`src/design/scfs_pkg.sv`:
```
`default_nettype none
// ----------------------------------------------------------------------------
// scfs_pkg: shared types, constants and tables of the sound frame sequencer
// Holds the sequencer state record, the opcodes and the length and noise
// period lookup tables.
// ----------------------------------------------------------------------------
package scfs_pkg;

	localparam logic OP_WRITE = 1'b0;
	localparam logic OP_TICK  = 1'b1;

	localparam logic [5:0] VOL_STEP = 6'd3;
	localparam logic [5:0] VOL_FULL = 6'd45;
	localparam logic [5:0] FADE_OFF = 6'h3f;
	localparam logic [4:0] SWEEP_OFF = 5'h1f;
	localparam logic [8:0] LEN_INF = 9'h100;
	localparam logic [7:0] LIN_INF = 8'h80;
	localparam logic [11:0] SWEEP_LOW = 12'h008;
	localparam logic [11:0] SWEEP_HIGH = 12'h3ff;

	// Full architectural state of the sequencer.
	typedef struct packed {
		logic [15:0][7:0] regs;
		logic [3:0][5:0]  volume;
		logic [2:0][10:0] period;
		logic [9:0]       noise_per;
		logic [3:0][5:0]  fade_rel;
		logic [3:0][5:0]  fade_cnt;
		logic [3:0][8:0]  len_cnt;
		logic [7:0]       lin_cnt;
		logic [1:0][4:0]  sw_rel;
		logic [1:0][4:0]  sw_cnt;
		logic [1:0][2:0]  sw_shift;
		logic [1:0]       sw_neg;
		logic [3:0]       status;
		logic [1:0]       phase;
	} state_t;

	function automatic logic [8:0] len_lookup(input logic [4:0] idx);
		logic [7:0] v;
		case (idx)
			5'd0: v = 8'd9;    5'd1: v = 8'd253; 5'd2: v = 8'd19;  5'd3: v = 8'd1;
			5'd4: v = 8'd39;   5'd5: v = 8'd3;   5'd6: v = 8'd79;  5'd7: v = 8'd5;
			5'd8: v = 8'd159;  5'd9: v = 8'd7;   5'd10: v = 8'd59; 5'd11: v = 8'd9;
			5'd12: v = 8'd13;  5'd13: v = 8'd11; 5'd14: v = 8'd25; 5'd15: v = 8'd13;
			5'd16: v = 8'd11;  5'd17: v = 8'd15; 5'd18: v = 8'd23; 5'd19: v = 8'd17;
			5'd20: v = 8'd47;  5'd21: v = 8'd19; 5'd22: v = 8'd95; 5'd23: v = 8'd21;
			5'd24: v = 8'd191; 5'd25: v = 8'd23; 5'd26: v = 8'd71; 5'd27: v = 8'd25;
			5'd28: v = 8'd15;  5'd29: v = 8'd27; 5'd30: v = 8'd31; 5'd31: v = 8'd29;
			default: v = 8'd0;
		endcase
		return {1'b0, v};
	endfunction

	function automatic logic [9:0] noise_lookup(input logic [3:0] idx);
		logic [9:0] v;
		case (idx)
			4'd0: v = 10'd1;    4'd1: v = 10'd2;    4'd2: v = 10'd4;    4'd3: v = 10'd8;
			4'd4: v = 10'd16;   4'd5: v = 10'd24;   4'd6: v = 10'd32;   4'd7: v = 10'd40;
			4'd8: v = 10'd64;   4'd9: v = 10'd96;   4'd10: v = 10'd128; 4'd11: v = 10'd192;
			4'd12: v = 10'd256; 4'd13: v = 10'd384; 4'd14: v = 10'd512; 4'd15: v = 10'd512;
			default: v = 10'd1;
		endcase
		return v;
	endfunction

endpackage
`default_nettype wire

```
`src/design/scfs_write.sv`:
```
`default_nettype none
// ----------------------------------------------------------------------------
// scfs_write: register write decode
// Stores the byte and derives the channel loads and the start mask.
// ----------------------------------------------------------------------------
module scfs_write (
	input  var scfs_pkg::state_t cur,
	input  wire [3:0]            addr,
	input  wire [7:0]            data,
	output scfs_pkg::state_t     nxt,
	output logic [3:0]           start
);
	logic [1:0] ch;
	logic [1:0] idx;
	logic [7:0] r0;
	logic [7:0] r1;
	logic [7:0] r2;
	logic [7:0] r3;
	logic [5:0] vol;
	logic [5:0] fade;
	logic [8:0] len;
	logic [10:0] per;

	// Decode the addressed channel with the new byte in place.
	always_comb begin
		nxt = cur;
		nxt.regs[addr] = data;
		ch = addr[3:2];
		idx = addr[1:0];
		r0 = nxt.regs[{ch, 2'd0}];
		r1 = nxt.regs[{ch, 2'd1}];
		r2 = nxt.regs[{ch, 2'd2}];
		r3 = nxt.regs[{ch, 2'd3}];
		vol = r0[4] ? ({1'b0, r0[3:0], 1'b0} + {2'b0, r0[3:0]}) : scfs_pkg::VOL_FULL;
		fade = r0[4] ? scfs_pkg::FADE_OFF : 6'({2'b0, r0[3:0]} + 6'd1);
		len = r0[5] ? scfs_pkg::LEN_INF : scfs_pkg::len_lookup(r3[7:3]);
		per = {r3[2:0], r2};
		start = 4'd0;
		case (ch)
			2'd0, 2'd1: begin
				case (idx)
					2'd0: begin
						nxt.volume[ch] = vol;
						nxt.fade_rel[ch] = fade;
						nxt.fade_cnt[ch] = fade;
					end
					2'd1: begin
						nxt.sw_rel[ch[0]] = r1[7] ? 5'({2'b0, r1[6:4]} + 5'd1)
							: scfs_pkg::SWEEP_OFF;
						nxt.sw_cnt[ch[0]] = nxt.sw_rel[ch[0]];
						nxt.sw_shift[ch[0]] = r1[2:0];
						nxt.sw_neg[ch[0]] = r1[3];
					end
					2'd2: nxt.period[ch] = per;
					default: begin
						nxt.len_cnt[ch] = len;
						nxt.period[ch] = per;
						nxt.volume[ch] = vol;
						nxt.status[ch] = 1'b1;
						nxt.fade_rel[ch] = fade;
						nxt.fade_cnt[ch] = fade;
						start[ch] = 1'b1;
					end
				endcase
			end
			2'd2: begin
				if (idx == 2'd2) begin
					nxt.period[2] = per;
				end else if (idx == 2'd3) begin
					if (r0[7]) begin
						nxt.len_cnt[2] = scfs_pkg::LEN_INF;
						nxt.lin_cnt = scfs_pkg::LIN_INF;
					end else if (r0[6:0] != 7'd0) begin
						nxt.len_cnt[2] = scfs_pkg::len_lookup(r3[7:3]);
						nxt.lin_cnt = {1'b0, r0[6:0]};
						nxt.volume[2] = scfs_pkg::VOL_FULL;
					end else begin
						nxt.len_cnt[2] = scfs_pkg::LEN_INF;
						nxt.lin_cnt = scfs_pkg::LIN_INF;
						nxt.volume[2] = 6'd0;
					end
					nxt.period[2] = per;
					nxt.status[2] = 1'b1;
					nxt.fade_rel[2] = scfs_pkg::FADE_OFF;
					nxt.fade_cnt[2] = scfs_pkg::FADE_OFF;
					start[2] = 1'b1;
				end
			end
			default: begin
				case (idx)
					2'd0: begin
						nxt.volume[3] = vol;
						nxt.fade_rel[3] = fade;
						nxt.fade_cnt[3] = fade;
					end
					2'd2: begin
						nxt.noise_per = scfs_pkg::noise_lookup(r2[3:0]);
						nxt.volume[3] = vol;
					end
					2'd3: begin
						nxt.len_cnt[3] = len;
						nxt.volume[3] = vol;
						nxt.noise_per = scfs_pkg::noise_lookup(r2[3:0]);
						nxt.status[3] = 1'b1;
						nxt.fade_rel[3] = fade;
						nxt.fade_cnt[3] = fade;
						start[3] = 1'b1;
					end
					default: ;
				endcase
			end
		endcase
	end

endmodule
`default_nettype wire

```
`src/design/scfs_tick.sv`:
```
`default_nettype none
// ----------------------------------------------------------------------------
// scfs_tick: frame tick update
// Fades volumes, runs the linear count, the sweeps and the length counters.
// ----------------------------------------------------------------------------
module scfs_tick (
	input  var scfs_pkg::state_t cur,
	output scfs_pkg::state_t     nxt
);
	logic [5:0] fc;
	logic [10:0] dlt;
	logic [11:0] p;
	logic [8:0] lc;

	always_comb begin
		nxt = cur;
		fc = '0;
		dlt = '0;
		p = '0;
		lc = '0;
		// Volume fade for every channel.
		for (int i = 0; i < 4; i++) begin
			fc = cur.fade_cnt[i];
			if (fc != scfs_pkg::FADE_OFF && fc != 6'd0) begin
				fc = fc - 6'd1;
				nxt.fade_cnt[i] = fc;
				if (fc == 6'd0) begin
					nxt.fade_cnt[i] = cur.fade_rel[i];
					if (cur.volume[i] > scfs_pkg::VOL_STEP) begin
						nxt.volume[i] = cur.volume[i] - scfs_pkg::VOL_STEP;
					end else if (cur.len_cnt[i][8]) begin
						nxt.volume[i] = scfs_pkg::VOL_FULL;
					end else begin
						nxt.volume[i] = 6'd0;
						nxt.status[i] = 1'b0;
					end
				end
			end else if (fc == 6'd0) begin
				nxt.volume[i] = 6'd0;
				nxt.status[i] = 1'b0;
			end
		end
		// Triangle linear count on phase one.
		if (cur.phase == 2'd1 && !cur.lin_cnt[7] && cur.lin_cnt != 8'd0) begin
			nxt.lin_cnt = cur.lin_cnt - 8'd1;
			if (nxt.lin_cnt == 8'd0) begin
				nxt.status[2] = 1'b0;
			end
		end
		// Sweeps and length counters on phase three.
		if (cur.phase == 2'd3) begin
			for (int i = 0; i < 2; i++) begin
				if (cur.sw_cnt[i] != scfs_pkg::SWEEP_OFF && cur.sw_cnt[i] != 5'd0) begin
					nxt.sw_cnt[i] = cur.sw_cnt[i] - 5'd1;
					if (nxt.sw_cnt[i] == 5'd0) begin
						nxt.sw_cnt[i] = cur.sw_rel[i];
						p = {1'b0, cur.period[i]};
						dlt = cur.period[i] >> cur.sw_shift[i];
						if (cur.sw_shift[i] != 3'd0) begin
							if (cur.sw_neg[i]) begin
								p = p - {1'b0, dlt} - ((i == 0) ? 12'd1 : 12'd0);
							end else begin
								p = p + {1'b0, dlt};
							end
						end
						// p wraps negative to a large value, which fails the range check.
						if (p > scfs_pkg::SWEEP_LOW && p < scfs_pkg::SWEEP_HIGH) begin
							nxt.period[i] = p[10:0];
						end else begin
							nxt.status[i] = 1'b0;
						end
					end
				end
			end
			for (int i = 0; i < 4; i++) begin
				lc = cur.len_cnt[i];
				if (!lc[8] && lc != 9'd0) begin
					lc = lc - 9'd1;
					nxt.len_cnt[i] = lc;
					if (lc == 9'd0) begin
						nxt.status[i] = 1'b0;
					end
				end
			end
		end
		nxt.phase = cur.phase + 2'd1;
	end

endmodule
`default_nettype wire

```
`src/design/sound_channel_frame_sequencer.sv`:
```
`default_nettype none
// ----------------------------------------------------------------------------
// sound_channel_frame_sequencer: four-channel sound frame sequencer
// Applies register writes and frame ticks to the channel state and reports
// the updated state with start and stop masks for each item.
// ----------------------------------------------------------------------------
// The result of an input transfer is in the output register in the cycle after the transfer.
// Throughput: one item per cycle while the output is taken; the state register updates at the input transfer.
// The output register is refilled while its result is being taken.
// Reset clears all state, with the noise period at one, and empties the output.
module sound_channel_frame_sequencer (
	input  wire        clk,
	input  wire        arst_n,
	input  wire        in_valid,
	output logic       in_ready,
	input  wire        opcode,
	input  wire [3:0]  reg_addr,
	input  wire [7:0]  write_data,
	output logic       out_valid,
	input  wire        out_ready,
	output logic [3:0] active_mask,
	output logic [5:0] sq0_volume,
	output logic [5:0] sq1_volume,
	output logic [5:0] tri_volume,
	output logic [5:0] noise_volume,
	output logic [10:0] sq0_period,
	output logic [10:0] sq1_period,
	output logic [10:0] tri_period,
	output logic [9:0] noise_period,
	output logic [3:0] duty_pair,
	output logic [3:0] start_mask,
	output logic [3:0] stop_mask
);
	// State after reset: everything cleared except the noise period.
	localparam scfs_pkg::state_t ST_RESET = '{noise_per: 10'd1, default: '0};

	scfs_pkg::state_t st_q;
	scfs_pkg::state_t wr_nxt;
	scfs_pkg::state_t tk_nxt;
	scfs_pkg::state_t nxt;
	logic [3:0] wr_start;
	logic       take;

	scfs_write u_write (.cur(st_q), .addr(reg_addr), .data(write_data),
		.nxt(wr_nxt), .start(wr_start));
	scfs_tick u_tick (.cur(st_q), .nxt(tk_nxt));

	assign nxt = (opcode == scfs_pkg::OP_TICK) ? tk_nxt : wr_nxt;
	assign in_ready = !out_valid || out_ready;
	assign take = in_valid && in_ready;

	// State register.
	always_ff @(posedge clk or negedge arst_n) begin
		if (!arst_n) begin
			st_q <= ST_RESET;
		end else if (take) begin
			st_q <= nxt;
		end
	end

	// Output valid flag.
	always_ff @(posedge clk or negedge arst_n) begin
		if (!arst_n) begin
			out_valid <= 1'b0;
		end else if (in_ready) begin
			out_valid <= in_valid;
		end
	end

	// Result register.
	always_ff @(posedge clk) begin
		if (take) begin
			active_mask <= nxt.status;
			sq0_volume <= nxt.volume[0];
			sq1_volume <= nxt.volume[1];
			tri_volume <= nxt.volume[2];
			noise_volume <= nxt.volume[3];
			sq0_period <= nxt.period[0];
			sq1_period <= nxt.period[1];
			tri_period <= nxt.period[2];
			noise_period <= nxt.noise_per;
			duty_pair <= {nxt.regs[4][7:6], nxt.regs[0][7:6]};
			start_mask <= (opcode == scfs_pkg::OP_TICK) ? 4'd0 : wr_start;
			stop_mask <= st_q.status & ~nxt.status;
		end
	end

	// A channel cannot be started and stopped by one item.
	a_start_stop: assert property (@(posedge clk) disable iff (!arst_n)
		out_valid |-> (start_mask & stop_mask) == 4'd0)
		else $error("start and stop overlap");
	// A started channel is reported active.
	a_start_active: assert property (@(posedge clk) disable iff (!arst_n)
		out_valid |-> (start_mask & ~active_mask) == 4'd0)
		else $error("started channel not active");
	// A held result does not change.
	a_hold: assert property (@(posedge clk) disable iff (!arst_n)
		(out_valid && !out_ready) |=> $stable(active_mask) && $stable(st_q))
		else $error("result changed while stalled");

endmodule
`default_nettype wire

```
`config.mk`:
```
export PLATFORM = sky130hd
export DESIGN_NAME = sound_channel_frame_sequencer
export DESIGN_NICKNAME = d
export VERILOG_FILES = /design/src/design/scfs_pkg.sv /design/src/design/scfs_write.sv /design/src/design/scfs_tick.sv /design/src/design/sound_channel_frame_sequencer.sv
export SDC_FILE = /design/constraint.sdc
export NUM_CORES = 1
export LEC_CHECK = 0
export ABC_AREA = 1
export ABC_CLOCK_PERIOD_IN_PS = 3940
export BUFFER_PORTS_ARGS = -buffer_cell sky130_fd_sc_hd__buf_2
export CORE_MARGIN = 2
export CORE_UTILIZATION = 33
export CTS_CLUSTER_SIZE = 10
export DETAILED_ROUTE_END_ITERATION = 12
export SLEW_MARGIN = 30
export SYNTH_ARGS = -nofsm -noshare
export SYNTH_HDL_FRONTEND = slang
export SYNTH_SLANG_ARGS = --single-unit
```
`constraint.sdc`:
```
create_clock -name clk -period 3.94 [get_ports clk]
set_clock_uncertainty 0.1 [all_clocks]
set_input_delay 0.197 -clock clk [delete_from_list [all_inputs] [get_ports clk]]
set_output_delay 0.197 -clock clk [all_outputs]
set_load 0.05 [all_outputs]
```
# Yosys cells after proc, flatten, opt, wreduce, memory -nomap -nowiden
# Memories as Yosys holds them, arrays and structs flattened.
# Cells that the tools add are included.
op_classes:
  add_sub_neg: 24
  magnitude_cmp: 18
  n_eq_ne: 36
  n_shift: 2
  n_mux: 188
  bitwise: 7
  reduce_logical: 90
op_table:
  columns: ["cell", "n"]
  rows:
  - ["$mux 6", 39]
  - ["$mux 233", 1]
  - ["$mux 12", 13]
  - ["$bwmux 128", 1]
  - ["$mux 11", 9]
  - ["$mux 9", 11]
  - ["$mux 8", 11]
  - ["$bwmux 24", 3]
  - ["$mux 36", 2]
  - ["$pmux 6 s2", 6]
  - ["$bmux 8 s2", 4]
  - ["$mux 28", 2]
  - ["$logic_not 6->1", 8]
  - ["$mux 48", 1]
  - ["$mux 22", 2]
  - ["$mux 1", 43]
  - ["$mux 5", 8]
  - ["$bwmux 36", 1]
  - ["$logic_not 9->1", 4]
  - ["$pmux 9 s2", 2]
  - ["$reduce_bool 9->1", 4]
  - ["$sub 9x1->9 const B", 4]
  - ["$reduce_and 5->1", 7]
  - ["$bwmux 33", 1]
  - ["other kinds (73)", 178]
totals:
  regBits: 405
  romBits: 768
  elab_cells: 431
  n_memories: 4
memory_table:
  columns: ["name", "words", "word_bits", "rd", "rd_clocked_by_memory_dff", "write_ports", "line", "text"]
  rows:
  - ["(no name shown)", 32, 7, 1, 0, 0, "scfs_pkg.sv:41", "case (idx)"]
  - ["(no name shown)", 32, 7, 1, 0, 0, "scfs_pkg.sv:41", null]
  - ["(no name shown)", 16, 10, 1, 0, 0, "scfs_pkg.sv:57", "case (idx)"]
  - ["(no name shown)", 16, 10, 1, 0, 0, "scfs_pkg.sv:57", null]

# Logic depth before layout (Yosys ltp)
logic_depth:
  word_depth: 19
  mapped_depth: 33
  mapped_depth_nobuf: 32

# Cells and area by module
# A second synthesis with hierarchy kept.
hier_totals:
  cells_unflattened: 5333
  area_unflattened_um2: 33168.1
modules_own_cells:
  columns: ["mod", "instances", "cells_per_inst", "area_each_um2", "seq_area_each_um2"]
  rows:
  - ["sound_channel_frame_sequencer", 1, 2495, 18529.0, 10551.4]
  - ["scfs_tick", 1, 1617, 8873.5, 0.0]
  - ["scfs_write", 1, 1221, 5765.5, 0.0]

# Worst setup path before layout
# OpenSTA, ideal clock, no wires.
synth_timing:
  kind: "register -> register"
  start: "reg out_valid"
  end: "reg active_mask[0], enable pin"
  setup_time_ns: 0.480
  arrival_ns: 4.318
  required_time_ns: 3.360
  setup_slack_ns: -0.958
  path_stages_with_launch: 7
  path_buffers: 3
  path_cell_list: "dfrtp_1 -> nand2_1 -> nand2_1 -> inv_1 -> clkbuf_1 -> buf_1 -> clkbuf_1"
synth_between:
  elab_chain_cells: 3
synth_lines:
  columns: ["item", "line", "text"]
  rows:
  - ["start, declared", "sound_channel_frame_sequencer.sv:19", "output logic out_valid,"]
  - ["start signal, assigned", "sound_channel_frame_sequencer.sv:66", "out_valid <= in_valid;"]
  - ["$logic_not 1->1", "sound_channel_frame_sequencer.sv:49", "assign in_ready = !out_valid || out_ready;"]
  - ["$logic_or 1x1->1", "sound_channel_frame_sequencer.sv:49", null]
  - ["via in_ready", "sound_channel_frame_sequencer.sv:15", "output logic in_ready,"]
  - ["$logic_and 1x1->1", "sound_channel_frame_sequencer.sv:50", "assign take = in_valid && in_ready;"]
  - ["via take", "sound_channel_frame_sequencer.sv:42", "logic take;"]
  - ["end signal, assigned", "sound_channel_frame_sequencer.sv:73", "active_mask <= nxt.status;"]
  - ["end, declared", "sound_channel_frame_sequencer.sv:21", "output logic [3:0] active_mask,"]
# The timed path passes the listed nets, and every way through them passes these cells.
# A chain may end at the register's enable or synchronous reset.

==> results.yml <==
sta:
  fin_crit_sh_pct: 107
  tightest_slew_ns: 0.941
  slew_headroom_pct: 37.3
  fin_crit_ns: 4.23
  hold_viol: 0
  fin_ws_ns: -0.290
  setup_tns_ns: -6.32
  finalSetupViolCount: 25
  rsz0062_at_grt: "yes"
  max_freq_ghz: 0.236
  slew_viol_final: 0
grt:
  track_usage_pct: 20.1
  grt.overflow.total: 0
  antenna_found_initial: 4
  grt_pass1_vias: 22600
  grt_first_pass_wirelength_mm: 126
  grt_start_max_net_pins: 201
floorplanning:
  io_pins: 102
  start_util_pct: 33.4
  num_rows: 101
  fp.dieH_um: 281
  coreArea_mm2: 0.0759
  fp.dieW_um: 281
  dieArea_mm2: 0.0791
yosys:
  synthArstFlopShare_pct: 79.0
  synth.area.top_cells: "dfrtp_1 31%, nand2_1 15%, edfxtp_1 9.8%, o21ai_0 7.4%, inv_1 5.5%"
  synthFlopType: "dfrtp_1"
  yosysTopAreaCell: "dfrtp_1"
  ys_seq_area_share_pct: 40.7
  netlist_area_mm2: 0.0254
  yosys.cell_count.top_type: "nand2_1"
  synth_edf_count: 83
  avgSynthCellArea_um2: 7.18
  ys_ff_latch: 396
  ys_types: 58
  yosys-top-cells-count: "1,030 x nand2_1, 377 x o21ai_0, 370 x inv_1, 312 x dfrtp_1, 290 x nor2_1"
  synth_top_area_share_pct: 30.8
  syn_nets: 3649
  synthCells: 3533
  yosysWarnings: 0
cts:
  numCtsBuffers: 48
  cts_sinks: 396
  cts.path.max_buffers: 3
  clkTransAtPathRegs_ns: 0.06
  root_buffer: "clkbuf_16"
  h-tree-depth: 2
  clk_latency_ns: 0.60
  cts_tree: "built"
detailed_routing:
  drt_iter0_drc: 2035
  routed-via-count: 24600
  wl_per_cell_um: 16.7
  dr.pass1.iters: 6
  wirelength_mm: 81.0
  vias_per_cell: 5.08
  drc_errors: 0
  ant_nets: 0
layout:
  drive_gt1_share_pct: 16.1
  antenna_cells: 0
  syn_to_final_growth_pct: 20.7
  final_nets: 3900
  multi_input_area_mm2: 0.0135
  regArea_mm2: 0.0103
  final_area_mm2: 0.0306
  final_cell_count_no_fill: 4847
  fillers: 7829
setup_path:
  max_stage_delay_ns: 0.48
  required_ns: 4.37
  cpMostUsedCell: "nand2_1"
  critPathMaxFanout: 7
  crit_family: "simple AND/OR/NAND/NOR gates"
  start_kind: "flop"
  critPathBufInv: 6
  end_kind: "flop"
  arrival_ns: 4.66
  cpMaxStageDelayCell: "dfrtp_2"
  critPathKind: "flop to flop"
power:
  leakage_uw: 0.0144
  total_power_uw: 20500
  ir_worst_vdd_mv: 0.295
  powerDensity_mw_per_mm2: 670
placed_design:
  placed_area_mm2: 0.0282
  pre_cts_ws_ns: -0.348
  hpwl_mm: 57.4
  gp_congestion: 0.893
  io_buffers: 101
  dp_cells: 4721
run_status:
  outcome: "finished with violations"
  violations: "setup timing"
min_path:
  hold_class: "input pin to flop"
run:
  drv_cap: 0
where the power goes:
| group | switching, µW | internal, µW | total [µW] |
|---|---|---|---|
| registers | 771 | 5420 | 6190 |
| clock network | 1770 | 2340 | 4110 |
| logic | 6280 | 3930 | 10200 |
cell type report:
class / count / area share [%]
Multi-Input combinational cell: 2582 / 44.0
Sequential cell: 396 / 33.8
Timing Repair Buffer: 355 / 8.49
Inverter: 401 / 4.96
Clock buffer: 76 / 4.43
Tap cell: 1030 / 4.21
Clock inverter: 7 / 0.155
through the flow:
stage	utilization [%]	hold WS [ns]
floorplan	-	-0.199
global placement	37.1	0.182
detailed placement	37.1	0.174
CTS	39.4	0.00226
global route	40.3	0.0496
finish	40.3	0.0231
tightest hold or removal path, stage by stage:
cell and delay (ns):
buf_2 0.10, clkinv_2 0.23, o21ai_0 0.14
cell families after synthesis:
logic type	count (synthesis)	synth area share (%)
fa+ha+maj	99	5.00
xor+xnor	67	2.31
simple gates	1597	25.7
flops	396	40.7
buf+inv	555	8.41
compound gates	816	17.7
mux	3	0.118
sequential cells by signal, indices dropped and copies added (netlist names):
| name | cells |
|---|---|
| st_q | 312 |
| sq0_volume | 6 |
| sq1_period | 11 |
| stop_mask | 4 |
| sq1_volume | 6 |
| tri_period | 11 |
| start_mask | 4 |
| noise_volume | 6 |
| sq0_period | 11 |
| duty_pair | 4 |
| active_mask | 4 |
| out_valid | 1 |
| noise_period | 10 |
| tri_volume | 6 |
routing by layer:
metal  global-route usage (%)  part of all wire [%]  vias to the layer above
li1                         -                     -                    12100
met1                     28.1                    45                    11600
met2                     31.5                    45                      746
met3                     2.89                   6.1                      162
met4                     7.27                   3.8                        6
met5                        0                 0.042                        -
placed cells by master, fill, tap and decap left out, drive strengths merged, types with 12 or more instances in the layout:
cell    instances
nor2          305
o211ai         22
a21oi         196
xor2           46
xnor2          21
ha             95
nor3           42
nand3         149
o22ai          36
o21ai         455
a22oi          28
buf           344
edfxtp         83
nand2        1036
clkinv         12
nand4          39
clkbuf         77
dfrtp         312
a31oi          25
inv           395
repair_timing:
item                       in CTS  in global routing
hold endpoints to repair      107                  0
pin swaps                      26                 46
buffers inserted               16                 13
resized for setup              54                155
hold buffers                   10                  0
setup endpoints to repair      50                 50
gates cloned                    1                  2
path summary, 6_finish.rpt:
path / startpoint / to / slack, ns / depth (start not counted)
setup / recovery: st_q[11] / st_q[150] / -0.29 / 32
hold / removal: write_data[6] / st_q[223] / 0.02 / 3
setup reg to reg: st_q[11] / st_q[150] / -0.29 / 32
hold reg to reg: st_q[119] / st_q[119] / 0.37 / 2
max in group asynchronous: arst_n / st_q[126] / 2.72 / 3
min in group asynchronous: arst_n / st_q[91] / 0.14 / 2
(Power assumes the default switching activity.)
